File: src/sv/sed_pkg.sv
// Package for the 3x3 edge filter stream: kernel weights, tap layout,
// register indexes and the controller/datapath command and status words.
// Used by sed_ctrl, sed_datapath and sobel_edge_3x3_stream_unit.
package sed_pkg;

	typedef logic signed [2:0] weight_t;
	typedef weight_t kernel_t [4][3][3];

	// [kernel][horizontal offset][vertical offset]
	localparam kernel_t KERNELS = '{
		'{'{-3'sd1,  3'sd0,  3'sd1}, '{-3'sd2,  3'sd0,  3'sd2}, '{-3'sd1,  3'sd0,  3'sd1}},
		'{'{-3'sd1, -3'sd2, -3'sd1}, '{ 3'sd0,  3'sd0,  3'sd0}, '{ 3'sd1,  3'sd2,  3'sd1}},
		'{'{ 3'sd0,  3'sd1,  3'sd2}, '{-3'sd1,  3'sd0,  3'sd1}, '{-3'sd2, -3'sd1,  3'sd0}},
		'{'{ 3'sd2,  3'sd1,  3'sd0}, '{ 3'sd1,  3'sd0, -3'sd1}, '{ 3'sd0, -3'sd1, -3'sd2}}
	};

	localparam logic [1:0] KERN_H    = 2'd0;
	localparam logic [1:0] KERN_V    = 2'd1;
	localparam logic [1:0] KERN_D45  = 2'd2;
	localparam logic [1:0] KERN_D135 = 2'd3;

	// tap t of the window: horizontal index (0 left) and vertical index (0 up)
	localparam logic [1:0] TAP_A [9] = '{2'd0, 2'd1, 2'd2, 2'd0, 2'd1, 2'd2, 2'd0, 2'd1, 2'd2};
	localparam logic [1:0] TAP_B [9] = '{2'd0, 2'd0, 2'd0, 2'd1, 2'd1, 2'd1, 2'd2, 2'd2, 2'd2};
	localparam int unsigned NUM_TAPS = 9;

	localparam logic [1:0] CFG_WIDTH  = 2'd0;
	localparam logic [1:0] CFG_HEIGHT = 2'd1;
	localparam logic [1:0] CFG_MODE   = 2'd2;

	localparam logic [1:0] MODE_DIAG45  = 2'd1;
	localparam logic [1:0] MODE_DIAG135 = 2'd2;

	localparam int unsigned CFG_W   = 13;
	localparam int unsigned SUM_W   = 12; // signed weighted sum
	localparam int unsigned MAG_W   = 11; // its magnitude, dividend width
	localparam int unsigned WSUM_W  = 5;  // signed weight total
	localparam int unsigned DIV_W   = 4;  // divisor magnitude
	localparam int unsigned CNT_W   = 4;

	typedef struct packed {
		logic             accept;
		logic             rd_en;
		logic [CNT_W-1:0] rd_tap;
		logic             div_load;
		logic             div_step;
		logic             div_store;
		logic             div_sel;
		logic             put;
	} sed_cmd_t;

	typedef struct packed {
		logic emits;
		logic two_kernels;
		logic out_free;
	} sed_status_t;

endpackage

File: src/sv/sed_ctrl.sv
// Sequencer of the edge filter: accepts words, steps the window reads and
// the shared divider, and hands the result to the output register.
// Depends on sed_pkg.
module sed_ctrl (
	input  logic                 clk,
	input  logic                 arst_n,
	input  logic                 in_valid,
	output logic                 in_stall,
	input  sed_pkg::sed_status_t status,
	output sed_pkg::sed_cmd_t    cmd
);

	typedef enum logic [1:0] {
		ST_IDLE,
		ST_READ,
		ST_DIV,
		ST_PUT
	} state_t;

	localparam logic [sed_pkg::CNT_W-1:0] LAST_TAP  = sed_pkg::CNT_W'(sed_pkg::NUM_TAPS - 1);
	localparam logic [sed_pkg::CNT_W-1:0] READ_END  = sed_pkg::CNT_W'(sed_pkg::NUM_TAPS);
	localparam logic [sed_pkg::CNT_W-1:0] DIV_STORE = sed_pkg::CNT_W'(sed_pkg::MAG_W + 1);

	state_t                    state_q;
	logic [sed_pkg::CNT_W-1:0] cnt_q;
	logic                      sel_q;

	always_ff @(posedge clk or negedge arst_n) begin
		if (!arst_n) begin
			state_q <= ST_IDLE;
			cnt_q   <= '0;
			sel_q   <= 1'b0;
		end else begin
			unique case (state_q)
				ST_IDLE: begin
					if (in_valid && status.emits) begin
						state_q <= ST_READ;
						cnt_q   <= '0;
					end
				end
				ST_READ: begin
					if (cnt_q == READ_END) begin
						state_q <= ST_DIV;
						cnt_q   <= '0;
						sel_q   <= 1'b0;
					end else begin
						cnt_q <= cnt_q + 1'b1;
					end
				end
				ST_DIV: begin
					if (cnt_q == DIV_STORE) begin
						cnt_q <= '0;
						if (!sel_q && status.two_kernels) begin
							sel_q <= 1'b1;
						end else begin
							state_q <= ST_PUT;
						end
					end else begin
						cnt_q <= cnt_q + 1'b1;
					end
				end
				ST_PUT: begin
					if (status.out_free) begin
						state_q <= ST_IDLE;
					end
				end
				default: state_q <= ST_IDLE;
			endcase
		end
	end

	assign in_stall = (state_q != ST_IDLE);

	always_comb begin
		cmd           = '0;
		cmd.rd_tap    = cnt_q;
		cmd.div_sel   = sel_q;
		cmd.accept    = (state_q == ST_IDLE) && in_valid;
		cmd.rd_en     = (state_q == ST_READ) && (cnt_q <= LAST_TAP);
		cmd.div_load  = (state_q == ST_DIV) && (cnt_q == '0);
		cmd.div_step  = (state_q == ST_DIV) && (cnt_q != '0) && (cnt_q != DIV_STORE);
		cmd.div_store = (state_q == ST_DIV) && (cnt_q == DIV_STORE);
		cmd.put       = (state_q == ST_PUT) && status.out_free;
	end

endmodule

File: config.mk
export PLATFORM = sky130hd
export DESIGN_NAME = sed_ctrl
export DESIGN_NICKNAME = d
export VERILOG_FILES = /design/src/sv/sed_pkg.sv /design/src/sv/sed_ctrl.sv
export SDC_FILE = /design/constraint.sdc
export NUM_CORES = 1
export LEC_CHECK = 0
export ABC_AREA = 0
export BUFFER_PORTS_ARGS = -buffer_cell sky130_fd_sc_hd__buf_2
export CAP_MARGIN = 5
export CORE_AREA = 2 2 39 41
export DETAILED_ROUTE_END_ITERATION = 10
export DIE_AREA = 0 0 41 43
export PLACE_DENSITY = 0.71
export SYNTH_ARGS = -nofsm -noshare
export SYNTH_HDL_FRONTEND = slang
export SYNTH_SLANG_ARGS = --single-unit
File: constraint.sdc
create_clock -name clk -period 3.2 [get_ports clk]
set_clock_uncertainty 0.15 [all_clocks]
set_input_delay 0.16 -clock clk [delete_from_list [all_inputs] [get_ports clk]]
set_output_delay 0.16 -clock clk [all_outputs]
set_load 0.05 [all_outputs]
==> results.sh, run 1 <==
export IMPL_synth_top_area_share=0.295
export IMPL_fillers=129
export IMPL_initial_core_util=0.429
export IMPL_required_ps=3190
export IMPL_cts_max_level=1
export IMPL_crit_reg2reg_launch="state_q[0]$_DFFE_PN0P_"
export IMPL_final_common_cell="buf_2"
export IMPL_die_height_um=43
export IMPL_core_sq_um=1380
export IMPL_cts_setup_buffers=0
export IMPL_path_cells="inv_1 -> ha_1 -> nor2_1 -> or3_4 -> nand3_2 -> mux2_4"
export IMPL_rows=14
export IMPL_via_count=505
export IMPL_path_class="reg2reg"
export IMPL_syn_nets=79
export IMPL_synth_seq_cells=7
export IMPL_cts_buffer_depth=2
export IMPL_cp_start_kind="flop"
export IMPL_hold_class="in2reg"
export IMPL_hold_path_endpoint="sel_q$_DFFE_PN0P_"
export IMPL_grt_overflow_total=0
export IMPL_worstSkewPairLatency_ps=260
export IMPL_routed_wl_um=1210
export IMPL_synth_area_sq_um=593
export IMPL_post_cts_resized=0
export IMPL_leakage_uw=0.000373
export IMPL_post_route_period_util=0.646
export IMPL_hold_path_cell_count=3
export IMPL_worstMarginPinSlew_ps=403
export IMPL_die_width_um=41
export IMPL_drtIter0Drc=3
export IMPL_hold_path_startpoint="status[1]"
export IMPL_first_pass_iters=2
export IMPL_ir_drop_uv=528
export IMPL_crit_arrival_ps=2060
export IMPL_path_buf_inv=1
export IMPL_synth_top_cells_by_area="dfrtp_1, ha_1, inv_1"
export IMPL_slowest_delay_ps=420
export IMPL_hpwlAfterDp_um=934
export IMPL_drive_gt1_frac=0.329
export IMPL_drv_slew=0
export IMPL_root_buffer="clkbuf_4"
export IMPL_post_route_min_period_ps=2070
export IMPL_area_growth_pct=22.8
export IMPL_gp_congestion=0.689
export IMPL_endpoint_kind="flop"
export IMPL_max_freq_ghz=0.484
export IMPL_ff2ff_path_depth=6
export IMPL_syn_area_per_cell_sq_um=9.27
export IMPL_power_uw=801
export IMPL_num_nets_final=101
export IMPL_tns_ps=0
export IMPL_io_pins=18
export IMPL_multi_input_area_sq_um=377
export IMPL_run_status="complete, no violations"
export IMPL_drc=0
export IMPL_rsz0062_at_grt="false"
export IMPL_slew_headroom=0.731
export IMPL_cts_sinks=7
export IMPL_grt_pass1_wl_um=1940
export IMPL_setup_viol=0
export IMPL_grt_antenna_before_repair=0
export IMPL_cts_buffers=3
export IMPL_grtUsageTotal=0.166
export IMPL_critPathMaxFanout=7
export IMPL_port_buffers=17
export IMPL_finalHoldViolCount=0
export IMPL_slowest_stage="or3_4"
export IMPL_ys_types=26
export IMPL_die_area_sq_um=1760
export IMPL_ant_nets=0
export IMPL_antenna_cells=0
export IMPL_ys_seq_area_frac=0.295
export IMPL_cap_viol_max_count=0
export IMPL_final_cell_mix="buf_2, ha_1, inv_1"
export IMPL_cts_tree="done"
export IMPL_power_density_nw_per_um2=1100
export IMPL_synthCells=64
export IMPL_clk_pin_slew_worst_paths_ps=60
export IMPL_grt_pass1_vias=457
export IMPL_grt_max_degree=8
export IMPL_reg2reg_slack_ps=1130
export IMPL_via_per_inst=5.00
export IMPL_drt_wirelength_per_cell_um=11.9
export IMPL_yosysTopAreaCell="dfrtp_1"
export IMPL_ff_latch_area_sq_um=175
export IMPL_crit_family="simple AND/OR/NAND/NOR gates"
export IMPL_yosys_warnings=0
export IMPL_regToRegEndpoint="state_q[1]$_DFFE_PN0P_"
-- worst max-delay path by stage --
stage	cells after the start	endpoint	slack, ps	start
detailed placement	6	state_q[1]$_DFFE_PN0P_	1140	state_q[0]$_DFFE_PN0P_
global route	6	cnt_q[2]$_DFFE_PN0P_	990	state_q[0]$_DFFE_PN0P_
finish	6	state_q[1]$_DFFE_PN0P_	1130	state_q[0]$_DFFE_PN0P_
CTS	6	state_q[1]$_DFFE_PN0P_	1120	state_q[0]$_DFFE_PN0P_
floorplan	4	cmd[2]	830	cnt_q[1]$_DFFE_PN0P_
global placement	6	state_q[1]$_DFFE_PN0P_	1190	state_q[0]$_DFFE_PN0P_
-- kinds of logic after synthesis --
group,after synthesis,share of synthesized area
simple gates,23,0.264
compound gates,12,0.124
buf+inv,10,0.0696
fa+ha+maj,9,0.190
flops,7,0.295
mux,2,0.0422
xor+xnor,1,0.0148
-- cells in the mapped netlist --
cell type,count
inv_1,8
xnor2_1,1
mux2_4,1
and4b_1,1
a31oi_1,1
or2_2,1
nand3_1,2
a21boi_1,3
inv_2,1
dfrtp_1,7
nor3_1,2
a211oi_1,1
o22ai_1,2
and2_1,2
nand2b_1,2
nand3_2,1
or3_4,1
nor4bb_4,1
o21ai_1,2
ha_1,9
mux2i_1,1
nor2_1,4
nand2_1,5
buf_4,1
a21oi_1,3
nor4b_2,1
-- state kept, by name, indices dropped and copies added, names as in the netlist --
| signal | flops |
|---|---|
| state_q | 2 |
| sel_q | 1 |
| cnt_q | 4 |
-- per-layer routing --
layer | part of all wire | track usage
met3 | 0.061 | 0.0942
met1 | 0.45 | 0.219
met2 | 0.49 | 0.231
met5 | 0 | 0
met4 | 0 | 0.0400
-- timing repair --
item                                   CTS  global route
setup endpoints to repair                0             0
endpoints found under the hold margin    7             0
hold buffers                             1             0
-- area by class of cell --
| class | instances | share of cell area |
|---|---|---|
| Inverter | 9 | 0.0464 |
| Timing Repair Buffer | 18 | 0.131 |
| Sequential cell | 7 | 0.241 |
| Clock buffer | 3 | 0.0309 |
| Clock inverter | 1 | 0.00687 |
| Tap cell | 16 | 0.0275 |
| Multi-Input combinational cell | 47 | 0.517 |
-- worst min-delay path, stage by stage --
cell and delay (ps):
buf_2 110, a21oi_1 140, a211oi_1 60
-- power by group --
group / total [uW] / switching (uW) / internal (uW)
combinational: 563 / 367 / 195
sequential: 155 / 36.5 / 119
clock: 83.0 / 37.1 / 45.9
-- metrics by stage --
step	hold slack, ps	utilization	setup WS [ps]	instance area (sq um)	std cells
2_1_floorplan	-286	-	831	593	64
3_3_place_gp	-143	0.499	1190	691	96
3_5_place_dp	-140	0.499	1140	691	96
4_1_cts	72.0	0.526	1120	728	101
5_1_grt	107	0.526	987	728	101
6_report	105	0.526	1130	728	101
Note: power is estimated with default switching activity, not from simulation.
==> run 2, diff against run 1 <==
--- a/config.mk
+++ b/config.mk
@@ -8,10 +8,9 @@
 export ABC_AREA = 0
 export BUFFER_PORTS_ARGS = -buffer_cell sky130_fd_sc_hd__buf_2
 export CAP_MARGIN = 5
-export CORE_AREA = 2 2 39 41
+export CORE_UTILIZATION = 44
 export DETAILED_ROUTE_END_ITERATION = 10
-export DIE_AREA = 0 0 41 43
-export PLACE_DENSITY = 0.71
+export PLACE_DENSITY = 0.73
 export SYNTH_ARGS = -nofsm -noshare
 export SYNTH_HDL_FRONTEND = slang
 export SYNTH_SLANG_ARGS = --single-unit
==> constraint.sdc (replaced) <==
create_clock -name clk -period 1.87 [get_ports clk]
set_clock_uncertainty 0.15 [all_clocks]
set_input_delay 0.0935 -clock clk [delete_from_list [all_inputs] [get_ports clk]]
set_output_delay 0.0935 -clock clk [all_outputs]
set_load 0.05 [all_outputs]
==> run 2 against run 1 <==
Net effect: the run now ends with setup timing left; combinational power grew to 2.7 times the previous value; maximum frequency grew 8.2%; register-to-register slack lost 1200 ps; flip-flop and latch count is the same; setup slack lost 1200 ps; via count grew 24%; sequential share of layout area shrank 5.8 points; critical path type unchanged; largest cell class unchanged.
==> results.sh, run 2 (synthesis gave the netlist of run 1 again) <==
export IMPL_drtIter0Drc=17
export IMPL_run_status="finished, violations left"
export IMPL_routed_wl_um=1900
export IMPL_cp_common_cell="buf_4"
export IMPL_die_height_um=38.7
export IMPL_leakage_uw=0.000480
export IMPL_first_pass_iters=4
export IMPL_max_freq_ghz=0.523
export IMPL_top_regs="cnt_q: 4 flops, state_q: 2 flops, sel_q: 1 flops"
export IMPL_grt_overflow_total=0
export IMPL_endpoint_kind="flop"
export IMPL_io_pins=18
export IMPL_drc=0
export IMPL_ir_drop_uv=1250
export IMPL_post_route_min_period_ps=1910
export IMPL_area_growth_pct=63.7
export IMPL_die_area_sq_um=1500
export IMPL_worstSkewPairLatency_ps=260
export IMPL_clk_pin_slew_worst_paths_ps=50
export IMPL_power_uw=1910
export IMPL_hold_path_startpoint="status[1]"
export IMPL_cts_sinks=7
export IMPL_gp_congestion=0.738
export IMPL_cap_viol_max_count=0
export IMPL_setup_slack_ps=-40.9
export IMPL_port_buffers=17
export IMPL_cts_buffer_depth=2
export IMPL_ff2ff_path_depth=8
export IMPL_initial_core_util=0.506
export IMPL_final_cell_count_no_fill=120
export IMPL_placed_area_sq_um=803
export IMPL_grt_max_degree=8
export IMPL_antenna_cells=0
export IMPL_cp_start_kind="flop"
export IMPL_root_buffer="clkbuf_4"
export IMPL_slowest_delay_ps=390
export IMPL_via_per_inst=5.23
export IMPL_top_register="cnt_q"
export IMPL_final_common_cell="buf_4"
export IMPL_failed_checks="setup timing"
export IMPL_critPathMaxFanout=4
export IMPL_worstMarginPinSlew_ps=283
export IMPL_rows=12
export IMPL_path_class="reg2reg"
export IMPL_ant_nets=0
export IMPL_power_density_nw_per_um2=1970
export IMPL_dpl_cell_count=106
export IMPL_grt_pass1_wl_um=2990
export IMPL_grt_pass1_vias=645
export IMPL_cts_buffers=3
export IMPL_grtUsageTotal=0.303
export IMPL_reg2reg_slack_ps=-40
export IMPL_drv_slew=0
export IMPL_drt_wirelength_per_cell_um=15.8
export IMPL_setup_viol=3
export IMPL_slew_headroom=0.811
export IMPL_path_cells="buf_6 -> ha_4 -> and4b_1 -> buf_4 -> nor4b_2 -> buf_4 -> nand2_1 -> o22ai_1"
export IMPL_crit_reg2reg_launch="state_q[0]$_DFFE_PN0P_"
export IMPL_tns_ps=-95.5
export IMPL_finalHoldViolCount=0
export IMPL_hold_path_cell_count=3
export IMPL_cts_max_level=1
export IMPL_hold_path_endpoint="sel_q$_DFFE_PN0P_"
export IMPL_fillers=75
export IMPL_drive_gt1_frac=0.604
export IMPL_hold_class="in2reg"
export IMPL_cts_tree="done"
export IMPL_post_route_period_util=1.02
export IMPL_finalInstanceArea_sq_um=971
export IMPL_regToRegEndpoint="cnt_q[3]$_DFFE_PN0P_"
export IMPL_required_ps=1890
export IMPL_crit_arrival_ps=1930
export IMPL_rsz0062_at_grt="true"
export IMPL_die_width_um=38.7
export IMPL_core_sq_um=1170
export IMPL_hpwlAfterDp_um=1120
export IMPL_slowest_stage="dfrtp_1"
export IMPL_via_count=628
export IMPL_largest_register_ffs=4
export IMPL_final_cell_mix="buf_4, buf_2, inv_2, nand2_1, dfrtp_1"
export IMPL_grt_antenna_before_repair=0
export IMPL_num_nets_final=122
## run 2: changes by cell type in the layout (fill, tap and decap cells not counted), sizes merged
cell,previous run,this run
buf,17,38
clkbuf,3,4
clkinv,1,0
## run 2: worst max-delay path by stage
stage | slack (ps) | to | startpoint | cells after the start
after floorplan | -100 | state_q[1]$_DFFE_PN0P_ | cnt_q[0]$_DFFE_PN0P_ | 6
final | -40 | cnt_q[3]$_DFFE_PN0P_ | state_q[0]$_DFFE_PN0P_ | 8
after global placement | -50 | state_q[1]$_DFFE_PN0P_ | state_q[0]$_DFFE_PN0P_ | 6
after detailed placement | -90 | state_q[1]$_DFFE_PN0P_ | state_q[0]$_DFFE_PN0P_ | 6
after global routing | -80 | state_q[1]$_DFFE_PN0P_ | state_q[1]$_DFFE_PN0P_ | 6
after CTS | -20 | state_q[1]$_DFFE_PN0P_ | state_q[0]$_DFFE_PN0P_ | 6
## run 2: report_power, final
part           internal, uW  leakage [uW]  switching [uW]  total (uW)
combinational           677      0.000376             841        1520
clock                  81.6     0.0000150            58.1         140
sequential              206     0.0000888            46.5         253
## run 2: through the flow
stage               utilization  hold WS, ps  worst slack [ps]
floorplan                     -         -352             -99.0
global placement          0.686         -210             -54.4
detailed placement        0.686         -205             -90.6
CTS                       0.810         9.43             -18.5
global route              0.829         39.7             -81.7
finish                    0.829         26.2             -40.9
## run 2: final cells by class
class | count | area [sq um] | area share
clock buffers | 4 | 26.3 | 0.0271
inverters | 9 | 33.8 | 0.0348
multi-input cells | 47 | 453 | 0.466
flip-flops and latches | 7 | 178 | 0.183
well taps | 14 | 17.5 | 0.0180
repair buffers | 39 | 263 | 0.271
## run 2: timing repair
action                     CTS  global route
hold buffers                 1             0
resized for setup           10             5
setup buffers                8             1
pin swaps                    4             4
setup endpoints to repair    4             6
hold endpoints to repair     7             0
## run 2: metal layers
layer,up-vias,wire [um],GRT usage
li1,301,-,-
met1,289,756,0.332
met2,28,955,0.513
met3,10,88,0.0751
met4,0,97,0.190
met5,-,0,0
## run 2: worst max-delay path: cells and delay by family, from the launching register on
family	cells	cell delay [ps]
DFF	1	390
and+or+nand+nor	3	550
AOI/OAI and AO/OA	1	180
buffers and inverters	3	440
adders and majority gates	1	120
